==> config.mk <==
export PLATFORM = sky130hd
export DESIGN_NAME = subtour_cycle_extractor
export DESIGN_NICKNAME = d
export VERILOG_FILES = /design/src/rtl/sce_pkg.sv /design/src/rtl/sce_ctrl.sv /design/src/rtl/sce_dp.sv /design/src/rtl/subtour_cycle_extractor.sv
export SDC_FILE = /design/constraint.sdc
export NUM_CORES = 2
export LEC_CHECK = 0
export CORE_MARGIN = 3
export CORE_UTILIZATION = 55
export DETAILED_ROUTE_END_ITERATION = 8
export DONT_BUFFER_PORTS = 1
export PLACE_DENSITY_LB_ADDON = 0.1
export SYNTH_ARGS = -nofsm -noshare
export SYNTH_HDL_FRONTEND = slang
export SYNTH_SLANG_ARGS = --single-unit
export TNS_END_PERCENT = 50
==> constraint.sdc <==
create_clock -name i_clk -period 4.9 [get_ports i_clk]
set_clock_uncertainty 0.2 [all_clocks]
set_input_delay 0.98 -clock i_clk [delete_from_list [all_inputs] [get_ports i_clk]]
set_output_delay 0.98 -clock i_clk [all_outputs]
set_load 0.01 [all_outputs]
==> src/rtl/sce_pkg.sv <==
`default_nettype none

package sce_pkg;

    localparam int MAX_TOWNS_DEF    = 64;
    localparam int MAX_SUBTOURS_DEF = 21;

    localparam int EDGE_NUM_W = 11;
    localparam int TOWN_W     = 6;
    localparam int RANK_W     = 5;
    localparam int LEN_W      = 7;
    localparam int SLOT_W     = 6;

    typedef struct packed {
        logic [EDGE_NUM_W-1:0] num;
        logic [TOWN_W-1:0]     a;
        logic [TOWN_W-1:0]     b;
    } t_edge;

    typedef struct packed {
        logic load_edge;
        logic clr_run;
        logic st_skip;
        logic es_rd_start;
        logic walk_init;
        logic scan;
        logic set_err;
        logic ins_begin;
        logic ins_rd;
        logic ins_shift;
        logic ins_put;
        logic em_init;
        logic tab_rd_em;
        logic em_latch;
        logic wo_rd_em;
        logic es_rd_em;
        logic out_load;
        logic em_next_s;
        logic em_next_r;
    } t_cmd;

    typedef struct packed {
        logic st_done;
        logic st_used;
        logic sc_close;
        logic sc_dead;
        logic tab_full;
        logic ins_j_zero;
        logic ins_greater;
        logic out_free;
        logic em_last_s;
        logic em_last_r;
    } t_sts;

    function automatic logic touches(input t_edge e, input logic [TOWN_W-1:0] ta,
                                     input logic [TOWN_W-1:0] tb);
        return (e.a == ta) || (e.a == tb) || (e.b == ta) || (e.b == tb);
    endfunction

endpackage

`default_nettype wire

==> src/rtl/sce_ctrl.sv <==
`default_nettype none

module sce_ctrl
    import sce_pkg::*;
(
    input  wire  i_clk,
    input  wire  i_rst_n,
    input  wire  i_in_valid,
    input  wire  i_final_edge,
    output logic o_in_ready,
    output t_cmd o_cmd,
    input  t_sts i_sts
);

    typedef enum logic [12:0] {
        S_LOAD    = 13'b0000000000001,
        S_FIND    = 13'b0000000000010,
        S_WALK    = 13'b0000000000100,
        S_SCAN    = 13'b0000000001000,
        S_INS_BEG = 13'b0000000010000,
        S_INS_RD  = 13'b0000000100000,
        S_INS_CMP = 13'b0000001000000,
        S_EM_INIT = 13'b0000010000000,
        S_EM_TAB  = 13'b0000100000000,
        S_EM_LAT  = 13'b0001000000000,
        S_EM_WO   = 13'b0010000000000,
        S_EM_ES   = 13'b0100000000000,
        S_EM_OUT  = 13'b1000000000000
    } t_state;

    t_state r_state;
    t_state n_state;

    assign o_in_ready = (r_state == S_LOAD);

    always_comb begin
        n_state = r_state;
        o_cmd   = '0;
        unique case (r_state)
            S_LOAD: begin
                if (i_in_valid) begin
                    o_cmd.load_edge = 1'b1;
                    if (i_final_edge) n_state = S_FIND;
                end
            end
            S_FIND: begin
                if (i_sts.st_done) begin
                    n_state = S_EM_INIT;
                end else if (i_sts.st_used) begin
                    o_cmd.st_skip = 1'b1;
                end else begin
                    o_cmd.es_rd_start = 1'b1;
                    n_state           = S_WALK;
                end
            end
            S_WALK: begin
                o_cmd.walk_init = 1'b1;
                n_state         = S_SCAN;
            end
            S_SCAN: begin
                o_cmd.scan = 1'b1;
                if (i_sts.sc_close || i_sts.sc_dead) n_state = S_INS_BEG;
            end
            S_INS_BEG: begin
                if (i_sts.tab_full) begin
                    o_cmd.set_err = 1'b1;
                    n_state       = S_EM_INIT;
                end else begin
                    o_cmd.ins_begin = 1'b1;
                    n_state         = S_INS_RD;
                end
            end
            S_INS_RD: begin
                if (i_sts.ins_j_zero) begin
                    o_cmd.ins_put = 1'b1;
                    n_state       = S_FIND;
                end else begin
                    o_cmd.ins_rd = 1'b1;
                    n_state      = S_INS_CMP;
                end
            end
            S_INS_CMP: begin
                if (i_sts.ins_greater) begin
                    o_cmd.ins_shift = 1'b1;
                    n_state         = S_INS_RD;
                end else begin
                    o_cmd.ins_put = 1'b1;
                    n_state       = S_FIND;
                end
            end
            S_EM_INIT: begin
                o_cmd.em_init = 1'b1;
                n_state       = S_EM_TAB;
            end
            S_EM_TAB: begin
                o_cmd.tab_rd_em = 1'b1;
                n_state         = S_EM_LAT;
            end
            S_EM_LAT: begin
                o_cmd.em_latch = 1'b1;
                n_state        = S_EM_WO;
            end
            S_EM_WO: begin
                o_cmd.wo_rd_em = 1'b1;
                n_state        = S_EM_ES;
            end
            S_EM_ES: begin
                o_cmd.es_rd_em = 1'b1;
                n_state        = S_EM_OUT;
            end
            S_EM_OUT: begin
                if (i_sts.out_free) begin
                    o_cmd.out_load = 1'b1;
                    if (i_sts.em_last_s && i_sts.em_last_r) begin
                        o_cmd.clr_run = 1'b1;
                        n_state       = S_LOAD;
                    end else if (i_sts.em_last_s) begin
                        o_cmd.em_next_r = 1'b1;
                        n_state         = S_EM_TAB;
                    end else begin
                        o_cmd.em_next_s = 1'b1;
                        n_state         = S_EM_WO;
                    end
                end
            end
            default: begin
                n_state = S_LOAD;
            end
        endcase
    end

    always_ff @(posedge i_clk) begin
        if (!i_rst_n) begin
            r_state <= S_LOAD;
        end else begin
            r_state <= n_state;
        end
    end

endmodule

`default_nettype wire

==> src/rtl/sce_dp.sv <==
`default_nettype none

module sce_dp
    import sce_pkg::*;
#(
    parameter int MAX_TOWNS    = MAX_TOWNS_DEF,
    parameter int MAX_SUBTOURS = MAX_SUBTOURS_DEF
) (
    input  wire                   i_clk,
    input  wire                   i_rst_n,
    input  t_cmd                  i_cmd,
    output t_sts                  o_sts,
    input  wire  [EDGE_NUM_W-1:0] i_edge_number,
    input  wire  [TOWN_W-1:0]     i_town_a,
    input  wire  [TOWN_W-1:0]     i_town_b,
    output logic                  o_out_valid,
    input  wire                   i_out_ready,
    output logic [RANK_W-1:0]     o_subtour_rank,
    output logic [LEN_W-1:0]      o_subtour_length,
    output logic [SLOT_W-1:0]     o_edge_slot,
    output logic [EDGE_NUM_W-1:0] o_out_edge_number,
    output logic [TOWN_W-1:0]     o_out_town_a,
    output logic [TOWN_W-1:0]     o_out_town_b,
    output logic                  o_subtour_end,
    output logic                  o_run_end,
    output logic                  o_walk_error
);

    localparam int AW  = $clog2(MAX_TOWNS);
    localparam int CW  = $clog2(MAX_TOWNS + 1);
    localparam int TW  = (MAX_SUBTOURS > 1) ? $clog2(MAX_SUBTOURS) : 1;
    localparam int SW  = $clog2(MAX_SUBTOURS + 1);
    localparam int TBW = AW + CW;

    // memories
    t_edge          r_edge_mem [MAX_TOWNS];
    t_edge          r_es_rd;
    logic [AW-1:0]  r_walk_mem [MAX_TOWNS];
    logic [AW-1:0]  r_wo_rd;
    logic [TBW-1:0] r_tab_mem  [MAX_SUBTOURS];
    logic [TBW-1:0] r_tab_rd;

    // control state
    logic [CW-1:0]        r_edge_cnt;
    logic                 r_err;
    logic [MAX_TOWNS-1:0] r_used;
    logic [CW-1:0]        r_start;
    logic [CW-1:0]        r_wo_ptr;
    logic                 r_rd_vld;
    logic [SW-1:0]        r_sub_cnt;
    logic                 r_out_valid;

    // walk and emit registers
    logic [CW-1:0]     r_i;
    logic [AW-1:0]     r_rd_idx;
    logic [TOWN_W-1:0] r_sa;
    logic [TOWN_W-1:0] r_sb;
    logic [TOWN_W-1:0] r_pa;
    logic [TOWN_W-1:0] r_pb;
    logic [CW-1:0]     r_len;
    logic [AW-1:0]     r_pos;
    logic [TW-1:0]     r_j;
    logic [TW-1:0]     r_r;
    logic [AW-1:0]     r_s;
    logic [AW-1:0]     r_em_start;
    logic [CW-1:0]     r_em_len;

    logic           edge_room;
    logic           edge_we;
    logic           cand_ok;
    logic           match;
    logic           close;
    logic           dead;
    logic           es_en;
    logic [AW-1:0]  es_addr;
    logic           wo_we;
    logic [AW-1:0]  wo_wd;
    logic           tab_we;
    logic [TBW-1:0] tab_wd;
    logic           last_s;
    logic           last_r;

    assign edge_room = (r_edge_cnt < CW'(MAX_TOWNS));
    assign edge_we   = i_cmd.load_edge && edge_room;
    assign cand_ok   = (r_i < r_edge_cnt);
    assign match     = r_rd_vld && touches(r_es_rd, r_pa, r_pb);
    assign close     = match && (r_len >= CW'(2)) && touches(r_es_rd, r_sa, r_sb);
    assign dead      = !r_rd_vld && !cand_ok;

    assign last_s = ((CW'(r_s) + CW'(1)) == r_em_len);
    assign last_r = ((SW'(r_r) + SW'(1)) == r_sub_cnt);

    always_comb begin
        es_en   = 1'b0;
        es_addr = r_start[AW-1:0];
        priority if (i_cmd.es_rd_start) begin
            es_en   = 1'b1;
            es_addr = r_start[AW-1:0];
        end else if (i_cmd.scan && !match && cand_ok) begin
            es_en   = 1'b1;
            es_addr = r_i[AW-1:0];
        end else if (i_cmd.es_rd_em) begin
            es_en   = 1'b1;
            es_addr = r_wo_rd;
        end
    end

    assign wo_we  = i_cmd.walk_init || (i_cmd.scan && match);
    assign wo_wd  = i_cmd.walk_init ? r_start[AW-1:0] : r_rd_idx;
    assign tab_we = i_cmd.ins_put || i_cmd.ins_shift;
    assign tab_wd = i_cmd.ins_shift ? r_tab_rd : {r_pos, r_len};

    assign o_sts.st_done     = (r_start >= r_edge_cnt);
    assign o_sts.st_used     = r_used[r_start[AW-1:0]];
    assign o_sts.sc_close    = close;
    assign o_sts.sc_dead     = dead;
    assign o_sts.tab_full    = (r_sub_cnt >= SW'(MAX_SUBTOURS));
    assign o_sts.ins_j_zero  = (r_j == '0);
    assign o_sts.ins_greater = (r_tab_rd[CW-1:0] > r_len);
    assign o_sts.out_free    = !r_out_valid || i_out_ready;
    assign o_sts.em_last_s   = last_s;
    assign o_sts.em_last_r   = last_r;

    assign o_out_valid = r_out_valid;

    always_ff @(posedge i_clk) begin
        if (edge_we) begin
            r_edge_mem[r_edge_cnt[AW-1:0]] <= '{num: i_edge_number, a: i_town_a, b: i_town_b};
        end
        if (es_en) begin
            r_es_rd <= r_edge_mem[es_addr];
        end
    end

    always_ff @(posedge i_clk) begin
        if (wo_we) begin
            r_walk_mem[r_wo_ptr[AW-1:0]] <= wo_wd;
        end
        if (i_cmd.wo_rd_em) begin
            r_wo_rd <= r_walk_mem[r_em_start + r_s];
        end
    end

    always_ff @(posedge i_clk) begin
        if (tab_we) begin
            r_tab_mem[r_j] <= tab_wd;
        end
        if (i_cmd.ins_rd) begin
            r_tab_rd <= r_tab_mem[r_j - TW'(1)];
        end else if (i_cmd.tab_rd_em) begin
            r_tab_rd <= r_tab_mem[r_r];
        end
    end

    always_ff @(posedge i_clk) begin
        if (!i_rst_n) begin
            r_edge_cnt  <= '0;
            r_err       <= 1'b0;
            r_used      <= '0;
            r_start     <= '0;
            r_wo_ptr    <= '0;
            r_rd_vld    <= 1'b0;
            r_sub_cnt   <= '0;
            r_out_valid <= 1'b0;
        end else begin
            if (i_cmd.load_edge) begin
                if (edge_room) begin
                    r_edge_cnt <= r_edge_cnt + CW'(1);
                end else begin
                    r_err <= 1'b1;
                end
            end
            if (i_cmd.st_skip) begin
                r_start <= r_start + CW'(1);
            end
            if (i_cmd.walk_init) begin
                r_used[r_start[AW-1:0]] <= 1'b1;
                r_wo_ptr                <= r_wo_ptr + CW'(1);
                r_rd_vld                <= 1'b0;
            end
            if (i_cmd.scan) begin
                if (match) begin
                    r_used[r_rd_idx] <= 1'b1;
                    r_wo_ptr         <= r_wo_ptr + CW'(1);
                    r_rd_vld         <= 1'b0;
                end else begin
                    r_rd_vld <= cand_ok && !r_used[r_i[AW-1:0]];
                end
                if (dead) begin
                    r_err <= 1'b1;
                end
            end
            if (i_cmd.set_err) begin
                r_err <= 1'b1;
            end
            if (i_cmd.ins_put) begin
                r_sub_cnt <= r_sub_cnt + SW'(1);
            end
            if (i_cmd.out_load) begin
                r_out_valid <= 1'b1;
            end else if (i_out_ready) begin
                r_out_valid <= 1'b0;
            end
            if (i_cmd.clr_run) begin
                r_edge_cnt <= '0;
                r_err      <= 1'b0;
                r_used     <= '0;
                r_start    <= '0;
                r_wo_ptr   <= '0;
                r_sub_cnt  <= '0;
            end
        end
    end

    always_ff @(posedge i_clk) begin
        if (i_cmd.walk_init) begin
            r_sa  <= r_es_rd.a;
            r_sb  <= r_es_rd.b;
            r_pa  <= r_es_rd.a;
            r_pb  <= r_es_rd.b;
            r_len <= CW'(1);
            r_pos <= r_wo_ptr[AW-1:0];
            r_i   <= r_start + CW'(1);
        end
        if (i_cmd.scan) begin
            if (match) begin
                r_pa  <= r_es_rd.a;
                r_pb  <= r_es_rd.b;
                r_len <= r_len + CW'(1);
                r_i   <= r_start + CW'(1);
            end else if (cand_ok) begin
                r_rd_idx <= r_i[AW-1:0];
                r_i      <= r_i + CW'(1);
            end
        end
        if (i_cmd.ins_begin) begin
            r_j <= r_sub_cnt[TW-1:0];
        end else if (i_cmd.ins_shift) begin
            r_j <= r_j - TW'(1);
        end
        if (i_cmd.em_init) begin
            r_r <= '0;
        end else if (i_cmd.em_next_r) begin
            r_r <= r_r + TW'(1);
        end
        if (i_cmd.em_latch) begin
            r_em_start <= r_tab_rd[TBW-1:CW];
            r_em_len   <= r_tab_rd[CW-1:0];
            r_s        <= '0;
        end else if (i_cmd.em_next_s) begin
            r_s <= r_s + AW'(1);
        end
        if (i_cmd.out_load) begin
            o_subtour_rank    <= RANK_W'(r_r);
            o_subtour_length  <= LEN_W'(r_em_len);
            o_edge_slot       <= SLOT_W'(r_s);
            o_out_edge_number <= r_es_rd.num;
            o_out_town_a      <= r_es_rd.a;
            o_out_town_b      <= r_es_rd.b;
            o_subtour_end     <= last_s;
            o_run_end         <= last_s && last_r;
            o_walk_error      <= r_err;
        end
    end

endmodule

`default_nettype wire

==> src/rtl/subtour_cycle_extractor.sv <==
`default_nettype none

// channel | handshake                      | payload
// --------+--------------------------------+---------------------------------------------
// in      | i_in_valid / o_in_ready        | i_edge_number, i_town_a, i_town_b,
//         |                                | i_final_edge
// out     | o_out_valid / i_out_ready      | o_subtour_rank, o_subtour_length, o_edge_slot,
//         |                                | o_out_edge_number, o_out_town_a, o_out_town_b,
//         |                                | o_subtour_end, o_run_end, o_walk_error
//
// edges load one per cycle; the flagged request starts extraction and input stalls until
// the last result sits in the output register
// extraction: start search over the stored edges; walk steps read candidates through the
// edge store read port, rescanned from the walk start; sorted insert reads and compares
// each shifted entry; emission: per result S_EM_WO, S_EM_ES, S_EM_OUT, with S_EM_TAB and
// S_EM_LAT at the start of each subtour, plus any stall
// synchronous active-low reset clears control state only; no clearing pass

module subtour_cycle_extractor
    import sce_pkg::*;
#(
    parameter int MAX_TOWNS    = MAX_TOWNS_DEF,
    parameter int MAX_SUBTOURS = MAX_SUBTOURS_DEF
) (
    input  wire                   i_clk,
    input  wire                   i_rst_n,
    input  wire                   i_in_valid,
    output logic                  o_in_ready,
    input  wire  [EDGE_NUM_W-1:0] i_edge_number,
    input  wire  [TOWN_W-1:0]     i_town_a,
    input  wire  [TOWN_W-1:0]     i_town_b,
    input  wire                   i_final_edge,
    output logic                  o_out_valid,
    input  wire                   i_out_ready,
    output logic [RANK_W-1:0]     o_subtour_rank,
    output logic [LEN_W-1:0]      o_subtour_length,
    output logic [SLOT_W-1:0]     o_edge_slot,
    output logic [EDGE_NUM_W-1:0] o_out_edge_number,
    output logic [TOWN_W-1:0]     o_out_town_a,
    output logic [TOWN_W-1:0]     o_out_town_b,
    output logic                  o_subtour_end,
    output logic                  o_run_end,
    output logic                  o_walk_error
);

    t_cmd cmd;
    t_sts sts;

    sce_ctrl u_ctrl (
        .i_clk        (i_clk),
        .i_rst_n      (i_rst_n),
        .i_in_valid   (i_in_valid),
        .i_final_edge (i_final_edge),
        .o_in_ready   (o_in_ready),
        .o_cmd        (cmd),
        .i_sts        (sts)
    );

    sce_dp #(
        .MAX_TOWNS    (MAX_TOWNS),
        .MAX_SUBTOURS (MAX_SUBTOURS)
    ) u_dp (
        .i_clk             (i_clk),
        .i_rst_n           (i_rst_n),
        .i_cmd             (cmd),
        .o_sts             (sts),
        .i_edge_number     (i_edge_number),
        .i_town_a          (i_town_a),
        .i_town_b          (i_town_b),
        .o_out_valid       (o_out_valid),
        .i_out_ready       (i_out_ready),
        .o_subtour_rank    (o_subtour_rank),
        .o_subtour_length  (o_subtour_length),
        .o_edge_slot       (o_edge_slot),
        .o_out_edge_number (o_out_edge_number),
        .o_out_town_a      (o_out_town_a),
        .o_out_town_b      (o_out_town_b),
        .o_subtour_end     (o_subtour_end),
        .o_run_end         (o_run_end),
        .o_walk_error      (o_walk_error)
    );

endmodule

`default_nettype wire

==> reports/qor.yml <==
timing:
  min_period_ps: 4835
  grt_setup_unrepaired: "yes"
  hold_slack_ps: 74.59
  hold_viol_final: 0
  finalCritPeriodShare: 0.9867
  tightest_slew_ps: 1218
  finalSetupViolCount: 0
  slew_headroom: 0.1855
  tns_ps: 0
  fmax_ghz: 0.2068
  layout_setup_ws_ps: 65.31
  maxSlewViolCount: 0
global_route:
  first_global_vias: 58712
  grt_start_max_net_pins: 80
  antenna_found_initial: 10
  grt_pass1_wl_um: 415300
  grt_remaining_overflow: 0
  gr-usage-all-layers: 0.3107
logic_synthesis:
  syn-cell-area_um2: 98330
  seq_area_frac_synth: 0.7192
  avgSynthCellArea_um2: 15.69
  postSynthCellCount: 6267
  synth_nets: 6335
  ys_warn_count: 0
  synth_edf_count: 2257
  ys_seq_elements: 2404
  synthArstFlopShare: 0
  synth-main-ff-cell: "edfxtp_1"
  yosysUniqueCellTypes: 81
route:
  first_pass_iters: 6
  drt_wl_total_um: 290200
  vias: 61190
  via_per_inst: 6.582
  final_antenna_net_count: 0
  drtIter0Drc: 8305
  drc_errors: 0
  wl_per_cell_um: 31.22
worst_hold_path:
  hold_path.class: "input pin to register"
  hp-start: "i_town_a[5]"
clock_tree:
  cts_tree: "built"
  cts.sinks: 2404
  clockRootBuffer: "clkbuf_16"
  cts_htree_levels: 4
  clk-insertion-delay-late_ps: 890
  cts_buffer_depth: 3
  cts.clk_slew.worst_paths_ps: 60
  numCtsBuffers: 235
worst_setup_path:
  crit_start: "u_dp.r_es_rd[10]"
  cp_max_fo: 8
  rr_startpoint: "u_dp.r_es_rd[10]"
  setup.worst_path.start_class: "register"
  cp_top_family: "buffers and inverters"
  critical_path_class: "register to register"
  critPathCaptureType: "register"
  worstPathBufferInverterCount: 7
  crit_path_max_incr_delay_ps: 490
  worst_ep_required_time_ps: 5300
  cp_common_cell: "buf_4"
  path_cells: "xnor2_1 > nand2_1 > o22ai_2 > o21ai_1 > buf_4 > nand2_1 > buf_4 > mux2_8 > buf_4 > buf_4 > a211oi_1 > o41ai_4 > buf_4 > nand4_1 > buf_4 > nor4_4 > buf_4 > or3_1"
  cp_slowest_cell: "edfxtp_1"
  cp_data_arrival_time_ps: 5230
pwr:
  ir_drop_uv: 340.8
  leakage_nw: 38.69
  powerDensity_nw_per_um2: 363.5
finish:
  layout-drive-gt1-share: 0.2147
  fin_nets: 6820
  mostFrequentLayoutCell: "edfxtp_1"
  final_cells: 9297
  final_cell_mix: "edfxtp_1, nand2_1, buf_4"
  synthToLayoutAreaGrowth_pct: 16.08
  final_core_util: 0.6453
placed_design:
  post-place-ws_ps: -1038
  place_inst: 8791
  portBuffers: 0
  hpwl_um: 177400
  routabilityCongestion: 0.9237
floorplan:
  die_w_um: 428.8
  coreArea_um2: 176900
  rows: 154
  pin_count: 74
  die_h_um: 428.8
  die_area_um2: 183900
  initial_core_util: 0.5559
run_status:
  outcome: "finished, final reports clean"
job:
  drv_cap: 0
-- worst register-to-register path, cell delays in order (launching register included) --
cell and delay, ps:
edfxtp_1 490, xnor2_1 280, nand2_1 120, o22ai_2 270, o21ai_1 150, buf_4 180, nand2_1 140, buf_4 180
mux2_8 400, buf_4 200, buf_4 190, a211oi_1 390, o41ai_4 150, buf_4 200, nand4_1 240, buf_4 210
nor4_4 50, buf_4 160, or3_1 350
-- synth_stat cells, types with 8 or more instances --
cell | instances | area (µm²)
edfxtp_1 | 2257 | 67780
nand2_1 | 681 | 2556
a21oi_1 | 351 | 1757
nor2_1 | 316 | 1186
mux4_2 | 307 | 6914
a211oi_1 | 212 | 1592
o22ai_1 | 205 | 1282
clkbuf_1 | 203 | 762.0
mux2i_1 | 171 | 1712
o21ai_0 | 171 | 855.8
dfxtp_1 | 147 | 2943
buf_2 | 105 | 525.5
nand3_1 | 92 | 460.4
xnor2_1 | 68 | 595.6
nor4_1 | 62 | 387.9
mux2_2 | 56 | 630.6
a22oi_1 | 52 | 390.4
buf_1 | 52 | 195.2
inv_1 | 49 | 183.9
o221ai_1 | 47 | 411.6
o211ai_1 | 40 | 300.3
ha_1 | 39 | 488.0
nand4_1 | 38 | 237.7
nor3_1 | 35 | 175.2
or3_1 | 34 | 212.7
xor2_1 | 34 | 297.8
and3_1 | 31 | 193.9
o2111ai_1 | 31 | 271.5
o21a_1 | 27 | 202.7
o31ai_1 | 27 | 202.7
a221oi_1 | 25 | 219.0
buf_4 | 25 | 187.7
a311oi_1 | 24 | 210.2
a2111oi_0 | 23 | 201.4
or4_1 | 23 | 172.7
a211o_1 | 22 | 192.7
nand2b_1 | 22 | 137.6
nor2b_1 | 21 | 131.4
o41ai_1 | 15 | 131.4
a22o_1 | 9 | 78.83
and2_1 | 9 | 56.30
nor3b_1 | 9 | 67.56
nand3b_1 | 8 | 60.06
o21ai_1 | 8 | 40.04
or2_2 | 8 | 50.05
-- what timing repair did --
item                       4_1_cts  5_1_grt
gates cloned                     0        3
hold buffers                    43        0
hold endpoints to repair      1136        0
setup endpoints to repair       13       22
buffers inserted                 4       14
resized for setup               21       48
pin swaps                        8       11
-- cell families after synthesis --
family / count (synthesis) / synth area share
mux: 534 / 0.09414
flops: 2404 / 0.7192
xor+xnor: 102 / 0.009085
simple gates: 1425 / 0.06535
fa+ha+maj: 40 / 0.005166
buf+inv: 441 / 0.01935
compound gates: 1321 / 0.08772
-- final cells by class --
cell class	count	area (µm²)
Inverter	53	198.9
Clock buffer	303	6271
Fill cell	12456	62740
Tap cell	2340	2928
Sequential cell	2404	70730
Timing Repair Buffer	636	6103
Clock inverter	135	1411
Antenna cell	4	10.01
Multi-Input combinational cell	3422	26490
-- layer usage --
metal,track usage,part of all wire
met5,0,0.000038
met1,0.4223,0.38
met3,0.05137,0.086
met4,0.1644,0.059
met2,0.4873,0.47
-- power by group --
group	internal (mW)	switching (mW)	total, mW
combinational	0.309	0.694	1.00
sequential	22.4	0.0408	22.5
clock	10.2	7.80	18.0
-- sequential cells by signal, summed over array words and instances (netlist names), 7 cells and up, named ones only --
| signal | cells |
|---|---|
| u_dp.r_es_rd | 23 |
| u_dp.r_used | 64 |
| u_dp.r_tab_rd | 13 |
| u_dp.r_len | 7 |
| u_dp.r_edge_mem | 1472 |
| u_dp.r_tab_mem | 273 |
| u_dp.r_walk_mem | 384 |
| u_dp.r_em_len | 7 |
| u_dp.r_edge_cnt | 7 |
| u_dp.o_subtour_length | 7 |
| u_dp.r_i | 7 |
| u_dp.r_start | 7 |
| u_dp.o_out_edge_number | 11 |
| u_ctrl.r_state | 13 |
-- per-stage QoR --
step	power [mW]	instance area (µm²)
global placement	23.56	105000
floorplan	23.27	98340
finish	41.50	114100
detailed placement	23.57	105000
global route	42.56	114100
CTS	41.63	113700
-- final timing paths --
check                            end  slack, ps  depth (start not counted)
min          u_dp.r_edge_mem[17][11]         70                          0
max                  u_dp.r_es_rd[3]         70                         18
max reg2reg          u_dp.r_es_rd[3]         70                         18
min reg2reg       u_dp.r_em_start[3]        250                          0
Note: power is estimated with default switching activity, not from simulation.
